==> src/rtl/mlr_pkg.sv <==
// mlr_pkg: shared constants, types and helpers for the microphone lowpass,
// decimator and sample ring. No dependencies.
package mlr_pkg;

    localparam int RING_DEPTH = 1024;
    localparam int RING_AW    = $clog2(RING_DEPTH);
    localparam int FILL_W     = RING_AW + 1;
    localparam int MAX_READ   = 64;
    localparam int CNT_W      = 7;
    localparam int REM_W      = 11;
    localparam int SMP_W      = 16;
    localparam int RAW_W      = 13;
    localparam int Q_SHIFT    = 13;
    localparam int CFG_AW     = 3;
    localparam int CFG_DW     = 16;

    localparam logic [13:0] ALPHA_RST = 14'd4096;
    localparam logic [11:0] MAX_RST   = 12'd4095;
    localparam logic [11:0] MID_RST   = 12'd2048;
    localparam logic [3:0]  GAIN_RST  = 4'd0;
    localparam logic [15:0] STEP_RST  = 16'd20971;

    typedef enum logic [CFG_AW-1:0] {
        CFG_ALPHA = 3'd0,
        CFG_MAX   = 3'd1,
        CFG_MID   = 3'd2,
        CFG_GAIN  = 3'd3,
        CFG_STEP  = 3'd4
    } t_cfg_idx;

    typedef enum logic {
        OP_SAMPLE = 1'b0,
        OP_READ   = 1'b1
    } t_op;

    typedef enum logic [1:0] {
        S_IDLE,
        S_SMP,
        S_RD_REQ,
        S_RD_WAIT
    } t_state;

    typedef struct packed {
        logic [13:0] alpha;
        logic [11:0] adc_max;
        logic [11:0] adc_mid;
        logic [3:0]  gain;
        logic [15:0] step;
    } t_cfg;

    // sample path result: done every item, wr only on a phase wrap
    typedef struct packed {
        logic                    done;
        logic                    wr;
        logic signed [SMP_W-1:0] value;
    } t_push;

    function automatic logic signed [SMP_W-1:0] sat16(input logic signed [31:0] v);
        logic signed [SMP_W-1:0] r;
        if (v > 32'sd32767) begin
            r = 16'sh7fff;
        end else if (v < -32'sd32768) begin
            r = 16'sh8000;
        end else begin
            r = v[SMP_W-1:0];
        end
        return r;
    endfunction

endpackage

==> src/rtl/mlr_filter.sv <==
// mlr_filter: clamp, Q13 first-order lowpass, phase accumulator and gain stage.
// Depends on mlr_pkg.
module mlr_filter (
    input  logic                          i_clk,
    input  logic                          i_rst_n,
    input  logic                          i_start,
    input  logic signed [mlr_pkg::RAW_W-1:0] i_raw,
    input  mlr_pkg::t_cfg                 i_cfg,
    output mlr_pkg::t_push                o_push
);

    logic [2:0]                         r_stg;
    logic signed [mlr_pkg::RAW_W-1:0]   r_x;
    logic signed [27:0]                 r_pa;
    logic signed [30:0]                 r_pb;
    logic signed [mlr_pkg::SMP_W-1:0]   r_fv;
    logic [15:0]                        r_phase;
    logic                               r_wrap;
    logic                               r_done;
    logic                               r_wr;
    logic signed [mlr_pkg::SMP_W-1:0]   r_amp;

    logic [11:0]                        w_clamp;
    logic signed [mlr_pkg::RAW_W-1:0]   n_x;
    logic signed [14:0]                 w_alpha;
    logic signed [14:0]                 w_old;
    logic signed [31:0]                 n_acc;
    logic signed [mlr_pkg::SMP_W-1:0]   n_fv;
    logic [16:0]                        n_phase;
    logic signed [31:0]                 w_shl;
    logic signed [mlr_pkg::SMP_W-1:0]   n_amp;

    always_comb begin
        if (i_raw[mlr_pkg::RAW_W-1]) begin
            w_clamp = 12'd0;
        end else if (i_raw[11:0] > i_cfg.adc_max) begin
            w_clamp = i_cfg.adc_max;
        end else begin
            w_clamp = i_raw[11:0];
        end
        n_x     = $signed({1'b0, w_clamp}) - $signed({1'b0, i_cfg.adc_mid});
        w_alpha = $signed({1'b0, i_cfg.alpha});
        // weight of the old value goes negative for alpha above one
        w_old   = 15'sd8192 - w_alpha;
        n_acc   = 32'(r_pa) + 32'(r_pb);
        // arithmetic shift gives the floor for negative sums
        n_fv    = mlr_pkg::sat16(n_acc >>> mlr_pkg::Q_SHIFT);
        n_phase = {1'b0, r_phase} + {1'b0, i_cfg.step};
        w_shl   = 32'(r_fv) <<< i_cfg.gain;
        n_amp   = mlr_pkg::sat16(w_shl);
    end

    always_ff @(posedge i_clk) begin
        if (!i_rst_n) begin
            r_stg   <= '0;
            r_fv    <= '0;
            r_phase <= '0;
            r_wrap  <= 1'b0;
            r_done  <= 1'b0;
            r_wr    <= 1'b0;
        end else begin
            r_stg  <= {r_stg[1:0], i_start};
            r_done <= r_stg[2];
            r_wr   <= r_stg[2] & r_wrap;
            if (r_stg[1]) begin
                r_fv    <= n_fv;
                r_phase <= n_phase[15:0];
                r_wrap  <= n_phase[16];
            end
        end
    end

    always_ff @(posedge i_clk) begin
        if (i_start) begin
            r_x <= n_x;
        end
        if (r_stg[0]) begin
            r_pa <= 28'(r_x) * 28'(w_alpha);
            r_pb <= 31'(r_fv) * 31'(w_old);
        end
        if (r_stg[2]) begin
            r_amp <= n_amp;
        end
    end

    assign o_push = '{done: r_done, wr: r_wr, value: r_amp};

endmodule

==> config.mk <==
export PLATFORM = sky130hd
export DESIGN_NAME = mlr_filter
export DESIGN_NICKNAME = d
export VERILOG_FILES = /design/src/rtl/mlr_pkg.sv /design/src/rtl/mlr_filter.sv
export SDC_FILE = /design/constraint.sdc
export NUM_CORES = 1
export LEC_CHECK = 0
export BUFFER_PORTS_ARGS = -buffer_cell sky130_fd_sc_hd__buf_4
export CAP_MARGIN = 10
export CORE_MARGIN = 4
export CORE_UTILIZATION = 30
export CTS_CLUSTER_DIAMETER = 50
export DETAILED_ROUTE_END_ITERATION = 8
export SYNTH_ARGS = -nofsm -noshare
export SYNTH_HDL_FRONTEND = slang
export SYNTH_SLANG_ARGS = --single-unit
==> constraint.sdc <==
create_clock -name i_clk -period 16.5 [get_ports i_clk]
set_input_delay 0.825 -clock i_clk [delete_from_list [all_inputs] [get_ports i_clk]]
set_output_delay 0.825 -clock i_clk [all_outputs]
set_load 0.01 [all_outputs]
==> results of run 1 <==
-- how the worst min path moves through the flow --
stage               cells after the start       start          to
finish                                  1  r_phase[1]  r_phase[1]
floorplan                               1      r_wrap        r_wr
global placement                        1  r_phase[1]  r_phase[1]
CTS                                     1  r_phase[1]  r_phase[1]
global route                            1      r_wrap        r_wr
detailed placement                      1  r_phase[1]  r_phase[1]
-- through the flow --
step	total power [mW]	instance area, µm²
final	5.13	25300
after global routing	5.84	25300
after CTS	5.20	25300
after detailed placement	4.76	24700
after global placement	4.76	24700
after floorplan	3.90	23000
-- registers in the layout (all words and copies together) (netlist names) --
register  cells
r_x          13
r_phase      16
r_amp        16
r_wrap        1
r_done        1
r_pa         28
r_wr          1
r_fv         16
r_stg         3
r_pb         31
-- worst max-delay path, delay by kind of cell --
family,cells,cell delay (ns)
AO/OA/AOI/OAI,8,1.56
XOR/XNOR,2,0.86
adder cells (fa/ha/maj),8,3.47
buffers and inverters,7,0.57
AND/OR/NAND/NOR,5,1.33
-- routing by layer --
metal	track usage (%)	wire, µm
met2	23.9	25900
met5	0	0
met1	17.9	24100
met3	1.93	1790
met4	3.21	797
-- power by group through the flow --
stage | clock (mW) | combinational (mW) | sequential, mW
3_3_place_gp | 0 | 4.07 | 0.687
2_1_floorplan | 0 | 3.27 | 0.629
3_5_place_dp | 0 | 4.08 | 0.686
5_1_grt | 0.392 | 4.76 | 0.688
4_1_cts | 0.382 | 4.14 | 0.680
6_report | 0.369 | 4.08 | 0.679
-- area by class of cell --
| class | instances | area (µm²) |
|---|---|---|
| fillers | 7838 | 50700 |
| multi-input cells | 1811 | 17500 |
| flip-flops and latches | 126 | 3410 |
| inverters | 447 | 1680 |
| well taps | 1030 | 1290 |
| repair buffers | 109 | 818 |
| clock buffers | 19 | 433 |
| clock inverters | 13 | 120 |
-- placed cells by master, fill, tap and decap left out, types with 5 or more instances in the layout --
cell	n
a211oi_1	13
a21boi_0	11
a21o_1	36
a21oi_1	85
a21oi_2	10
a31oi_1	7
and2_1	152
and3_1	8
buf_4	109
clkbuf_16	17
clkinv_4	5
dfxtp_1	36
edfxtp_1	88
fa_1	369
ha_1	254
inv_1	446
mux2_2	10
mux2i_1	47
nand2_1	315
nand2b_1	24
nand3_1	27
nand3b_1	5
nand4_1	8
nor2_1	95
nor2b_1	34
nor3_1	29
o21a_1	6
o21ai_0	72
o21bai_1	8
o31ai_1	6
or2_2	11
or3_1	10
xnor2_1	69
xor2_1	23
-- cells by family after synthesis --
group | share of synthesized area [%]
adders and majority gates | 45.9
muxes | 2.63
AOI/OAI and AO/OA | 8.52
DFF | 14.8
buffers and inverters | 9.27
xor gates and xnor gates | 3.61
and+or+nand+nor | 15.3
==> qor.yml, run 1 <==
worst_setup_path:
  startpoint_type: "primary input"
  critPathSlowestCell: "xor2_2"
  endpoint: "r_pb[30]"
  crit_fanout: 30
  required_ns: 16.71
  r2r_cells: 21
  critical_path_arrival_ns: 8.66
  path_class: "in -> reg"
  r2r_slack_ns: 9.38
  r2r-end: "r_pb[30]"
  cpPeakStageDelay_ns: 0.73
  crit_start: "i_cfg[44]"
  r2r_start: "r_fv[15]"
  cp-end-kind: "flip-flop"
  cpMostUsedCell: "inv_1"
final_layout:
  syn2layout_area_growth_pct: 9.72
  postLayoutCoreUtil_pct: 33.3
  drive_gt1_share_pct: 7.41
  stdcell_count: 3555
  n_antenna_cell: 0
  nets: 3209
min_path:
  worstHoldPathType: "reg -> reg"
drt:
  drt_drc_violations_left: 0
  drt_iter0_drc: 717
  drt_pre_antenna_iters: 4
  drt-vias-per-instance: 4.65
  ant_nets: 0
  routed_wl_um: 52500
  wl_per_cell_um: 14.8
  vias: 16500
clock_tree:
  clk_pin_slew_ns: 0.07
  post_cts_buffers: 0
  ctsRootBufferMaster: "clkbuf_16"
  cts_tree: "done"
  cts.sinks: 126
  htreeDepth: 4
  cts_max_path_buffers: 2
  cts_inserted_buffers: 17
  cts_resized: 0
  worstSkewPairLatency_ns: 0.46
  ctsHoldBuffers: 0
power_and_ir_drop:
  p_leak_nw: 12.3
  p_per_area_nw_per_um2: 203
  ir_drop_mv: 0.357
  power.internal_mw: 2.62
  clock_power_share_pct: 7.2
  power.share.combinational_pct: 79.6
  p_sw_share_pct: 49.0
  power.switching_mw: 2.51
  seq_power_share_pct: 13.2
floorplan:
  initial_utilization_pct: 30.3
  io_pins: 92
  dieWidth_um: 285
  die_area_um2: 81200
  core_um2: 75900
  die_h_um: 285
  rows: 101
run_status:
  status: "finished clean"
placed_design:
  place.port_buffers: 91
  gp_congestion: 0.835
  dp_cells: 3523
  place_hpwl_um: 41600
  dp_slack_ns: 7.59
synthesis:
  synth_cells: 2495
  ys_warn_count: 0
  seq_area_frac_synth_pct: 14.8
  synth.distinct_cells: 75
  synth_top_area_share_pct: 32.1
  ys_ff_latch: 126
  syn_nets: 3192
  synth_edf_count: 88
  yosysTopAreaCell: "fa_1"
  synthTopCellsByCount: "inv_1 (446), fa_1 (369), nand2_1 (315)"
  synthArstFlopShare_pct: 0
  synthesis.area_um2: 23000
  synthFlopType: "edfxtp_1"
  syn_area_per_cell_um2: 9.23
  synthTopCellsByArea: "fa_1 (32%), ha_1 (14%), edfxtp_1 (11%), inv_1 (7.3%), nand2_1 (5.1%)"
  yosysMostFrequentCell: "inv_1"
global_route:
  grt_max_degree: 40
  grt.total_usage_pct: 13.7
  overflow: 0
  grt_pass1_wl_um: 90800
  antenna_found_initial: 1
  grt_pass1_vias: 17600
timing:
  setup_violations: 0
  fin_crit_sh_pct: 51.2
  fin_skew_ns: 0.0142
  setup_tns_ns: 0
  worst_slew_pin_slew_ns: 0.948
  hold_viol: 0
  setup_ws_ns: 8.06
  post-route-min-period_ns: 8.44
  whs_ns: 0.518
  max_freq_mhz: 118
  rsz0062_at_grt: "false"
  slew_viol_final: 0
  relSlewSlack_pct: 36.8
flow_run:
  drv_cap: 0
(Power assumes the default switching activity.)
==> inputs of run 2 (changes only) <==
Clock period 16.5 ns to 7.77 ns, I/O delays scaled along.
==> run 2 against run 1 <==
  * Sequential share of layout area shrank 0.27 points
  * Largest cell class unchanged
  * Non-clock buffer count rose by 58
  * First-iteration DRC count grew 16%
  * Hold slack worse by 0.24 ns
  * Total power increased by 120%
  * Largest power group unchanged
  * Die area did not move
  * Final area increased by 2.0%
  * Sequential power is 110% higher
  * Utilization rose by 0.67 points
  * Wire length increased by 0.90%
  * Register-to-register slack got worse by 8.6 ns
==> qor.yml, run 2 (synthesized netlist as in run 1, its figures left out) <==
drt:
  vias: 16700
  ant_nets: 0
  drt_pre_antenna_iters: 5
  drt_drc_violations_left: 0
  drt-vias-per-instance: 4.63
  drt_iter0_drc: 834
  routed_wl_um: 53000
  wl_per_cell_um: 14.7
placed_design:
  place.port_buffers: 91
  place_hpwl_um: 43100
  gp_congestion: 0.830
  dp_cells: 3581
  dp_slack_ns: -0.140
timing:
  post-route-min-period_ns: 7.39
  worst_slew_pin_slew_ns: 0.968
  hold_viol: 0
  slew_viol_final: 0
  fin_skew_ns: 0.0235
  max_freq_mhz: 135
  setup_ws_ns: 0.383
  fin_crit_sh_pct: 95.1
  setup_violations: 0
  rsz0062_at_grt: "false"
  relSlewSlack_pct: 35.4
final_layout:
  nFillCells: 7767
  final_common_cell: "inv_1"
  nets: 3267
  largest_register_ff_count: 31
  top_register: "r_pb"
  stdcell_count: 3613
  syn2layout_area_growth_pct: 11.9
  drive_gt1_share_pct: 9.49
  final_cell_mix: "inv_1 (446), fa_1 (369), nand2_1 (315)"
  top_regs: "r_pb: 31 flops, r_pa: 28 flops"
  n_antenna_cell: 0
floorplan:
  io_pins: 92
  rows: 101
  core_um2: 75900
  die_area_um2: 81200
  die_h_um: 285
  dieWidth_um: 285
  initial_utilization_pct: 30.3
clock_tree:
  ctsRootBufferMaster: "clkbuf_16"
  cts_inserted_buffers: 17
  cts_max_path_buffers: 2
  worstSkewPairLatency_ns: 0.50
  clk_pin_slew_ns: 0.08
  ctsHoldBuffers: 0
  htreeDepth: 4
  cts.sinks: 126
  cts_tree: "done"
worst_setup_path:
  critPathSlowestCell: "fa_1"
  crit_fanout: 3
  startpoint_type: "primary input"
  cp-end-kind: "flip-flop"
  cpPeakStageDelay_ns: 0.58
  path_class: "in -> reg"
  critical_path_arrival_ns: 7.63
  required_ns: 8.02
flow_run:
  drv_cap: 0
power_and_ir_drop:
  p_per_area_nw_per_um2: 433
  ir_drop_mv: 0.722
  p_leak_nw: 12.6
global_route:
  grt.total_usage_pct: 13.9
  grt_pass1_wl_um: 91100
  grt_max_degree: 41
  overflow: 0
  grt_pass1_vias: 18000
  antenna_found_initial: 1
run_status:
  status: "finished clean"
min_path:
  worstHoldPathType: "in -> reg"
-- run 2: cell types whose count changed in the layout (fill, tap and decap cells not counted), sizes merged --
cell | previous run | this run
buf | 109 | 167
clkinvlp | 2 | 0
inv | 447 | 458
clkinv | 10 | 1
-- run 2: timing repair --
action                                  in CTS  in global routing
gates resized for setup                      0                  1
buffers inserted                             0                  0
endpoints found under the setup margin       0                  1
-- run 2: area by class of cell --
class / instances / area, µm² / area share (%)
Clock buffer: 19 / 475 / 1.85
Clock inverter: 13 / 130 / 0.505
Inverter: 447 / 1680 / 6.51
Multi-Input combinational cell: 1811 / 17500 / 67.9
Sequential cell: 126 / 3410 / 13.2
Tap cell: 1030 / 1290 / 5.00
Timing Repair Buffer: 167 / 1290 / 5.01
-- run 2: worst max-delay path, delay by kind of cell --
kind / cells / cell delay, ns
buf+inv: 9 / 0.78
compound gates: 8 / 1.31
fa+ha+maj: 8 / 3.59
xor+xnor: 2 / 0.39
simple gates: 5 / 1.17
-- run 2: power breakdown --
part | internal [mW] | switching [mW] | leakage (nW)
combinational | 4.01 | 4.85 | 11.2
sequential | 1.28 | 0.149 | 1.13
clock | 0.488 | 0.384 | 0.304
total | 5.78 | 5.38 | 12.6
-- run 2: per-stage QoR --
step           total power [mW]  hold slack [ns]  TNS, ns  cell area (µm²)  util (%)
3_3_place_gp               10.3            0.504   -0.126            25200      33.1
6_report                   11.2            0.277        0            25800      33.9
2_1_floorplan              8.27            0.447        0            23000         -
3_5_place_dp               10.3            0.510   -0.334            25200      33.1
4_1_cts                    11.3            0.239        0            25800      33.9
5_1_grt                    12.7            0.252        0            25800      33.9
-- run 2: per-layer routing --
| metal | vias up | routed length (µm) | GRT usage [%] |
|---|---|---|---|
| li1 | 8056 | - | - |
| met1 | 8396 | 23200 | 17.3 |
| met2 | 207 | 26700 | 24.5 |
| met3 | 66 | 1570 | 2.03 |
| met4 | 0 | 1510 | 4.80 |
| met5 | - | 0 | 0 |
-- run 2: path summary, 6_finish.rpt --
kind | start | endpoint | slack [ns] | cells past startpoint
worst max-delay path | i_cfg[45] | r_pb[30] | 0.38 | 32
worst min-delay path | i_start | r_x[12] | 0.28 | 1
worst max register to register | r_x[12] | r_pa[27] | 0.77 | 21
worst min register to register | r_phase[12] | r_phase[12] | 0.52 | 2
==> inputs of run 3 (changes only) <==
Settings changed: CORE_ASPECT_RATIO set to 1.4.
==> run 3 against run 2 <==
  * Largest power group unchanged
  * Critical path type unchanged
  * Critical path depth grew 2
  * Highest routed layer unchanged
  * Global-route usage grew 0.59 points
  * Setup slack gained 0.067 ns
  * Clock-buffer cell count grew 1
==> qor.yml, run 3 (synthesized netlist as in run 1, its figures left out) <==
run_status:
  status: "finished clean"
clock_tree:
  ctsRootBufferMaster: "clkbuf_16"
  cts.sinks: 126
  cts_inserted_buffers: 17
  ctsHoldBuffers: 0
  cts_resized: 0
  worstSkewPairLatency_ns: 0.48
  clk_pin_slew_ns: 0.08
  cts_max_path_buffers: 2
  post_cts_buffers: 0
  cts_tree: "done"
  htreeDepth: 4
final_layout:
  n_antenna_cell: 0
  final_cell_mix: "inv_1 (446), fa_1 (369), nand2_1 (315)"
  syn2layout_area_growth_pct: 12.3
  nets: 3288
  top_register: "r_pb"
  top_regs: "r_pb: 31 flops, r_pa: 28 flops"
  design_area_um2: 25900
  largest_register_ff_count: 31
  final_common_cell: "inv_1"
  drive_gt1_share_pct: 10.2
worst_setup_path:
  cpPeakStageDelay_ns: 0.56
  critPathSlowestCell: "fa_1"
  startpoint_type: "primary input"
  r2r-end: "r_pb[30]"
  critical_path_arrival_ns: 7.52
  r2r_start: "r_fv[6]"
  r2r_slack_ns: 0.89
  path_class: "in -> reg"
  crit_fanout: 4
  r2r_cells: 26
  required_ns: 7.97
  cp-end-kind: "flip-flop"
global_route:
  grt_pass1_vias: 18300
  grt_pass1_wl_um: 94600
  grt_max_degree: 61
  grt.total_usage_pct: 14.5
  antenna_found_initial: 0
  overflow: 0
drt:
  vias: 16800
  wl_per_cell_um: 15.6
  ant_nets: 0
  drt_drc_violations_left: 0
  routed_wl_um: 55700
  drt_pre_antenna_iters: 5
  drt_iter0_drc: 767
  drt-vias-per-instance: 4.71
timing:
  worst_slew_pin_slew_ns: 0.888
  max_freq_mhz: 137
  fin_skew_ns: 0.0206
  fin_crit_sh_pct: 94.2
  slew_viol_final: 0
  rsz0062_at_grt: "false"
  hold_viol: 0
  post-route-min-period_ns: 7.32
  relSlewSlack_pct: 40.7
  setup_tns_ns: 0
  setup_violations: 0
min_path:
  min_from: "i_start"
  whs_endpoint: "r_x[3]"
  whs_path_depth: 1
  worstHoldPathType: "in -> reg"
power_and_ir_drop:
  ir_drop_mv: 0.768
  p_per_area_nw_per_um2: 434
  p_leak_nw: 12.7
  p_total_mw: 11.2
floorplan:
  rows: 119
  dieWidth_um: 242
  die_area_um2: 81300
  io_pins: 92
  core_um2: 75600
  die_h_um: 336
  initial_utilization_pct: 30.4
placed_design:
  placed_area_um2: 25300
  place.port_buffers: 91
  place_hpwl_um: 45700
  gp_congestion: 0.839
flow_run:
  drv_cap: 0
## run 3: cell type report
class	instances	area, µm²
clock buffer	20	500
clock inverter	12	92.6
fill	7775	49800
inverter	447	1680
multi-input combinational	1811	17500
sequential	126	3400
tap	968	1210
timing repair buffer	188	1460
## run 3: report_power, final
part / total [mW] / switching, mW / internal [mW]
logic: 8.99 / 4.94 / 4.05
clock network: 0.835 / 0.366 / 0.469
registers: 1.41 / 0.132 / 1.28
## run 3: how the worst max path moves through the flow
stage | from | end | slack [ns]
after floorplan | i_cfg[44] | r_pb[29] | 0.002
after global placement | i_cfg[44] | r_pb[30] | -0.17
after global routing | i_cfg[44] | r_pb[30] | 0.04
after detailed placement | i_cfg[44] | r_pb[30] | -0.22
after CTS | i_cfg[44] | r_pb[30] | 0.29
final | i_cfg[44] | r_pb[30] | 0.45
## run 3: worst max-delay path, delay by kind of cell
family,cells,cell delay [ns]
simple gates,5,1.07
fa+ha+maj,8,3.59
compound gates,8,1.11
xor+xnor,2,0.30
buf+inv,11,1.08
## run 3: metal layers
layer | global-route usage, % | routed length (µm) | up-vias
met1 | 16.9 | 22500 | 8348
li1 | - | - | 8094
met3 | 1.87 | 1730 | 86
met2 | 27.0 | 29500 | 299
met5 | 0 | 0 | -
met4 | 5.50 | 1850 | 0
## run 3: per-stage QoR
step	hold WS [ns]	setup WS, ns	utilization, %	instances
6_report	0.274	0.450	34.2	3572
5_1_grt	0.249	0.0355	34.2	3572
4_1_cts	0.235	0.288	34.2	3572
3_5_place_dp	0.480	-0.220	33.4	3540
3_3_place_gp	0.476	-0.174	33.4	3540
2_1_floorplan	0.447	0.00183	-	2495
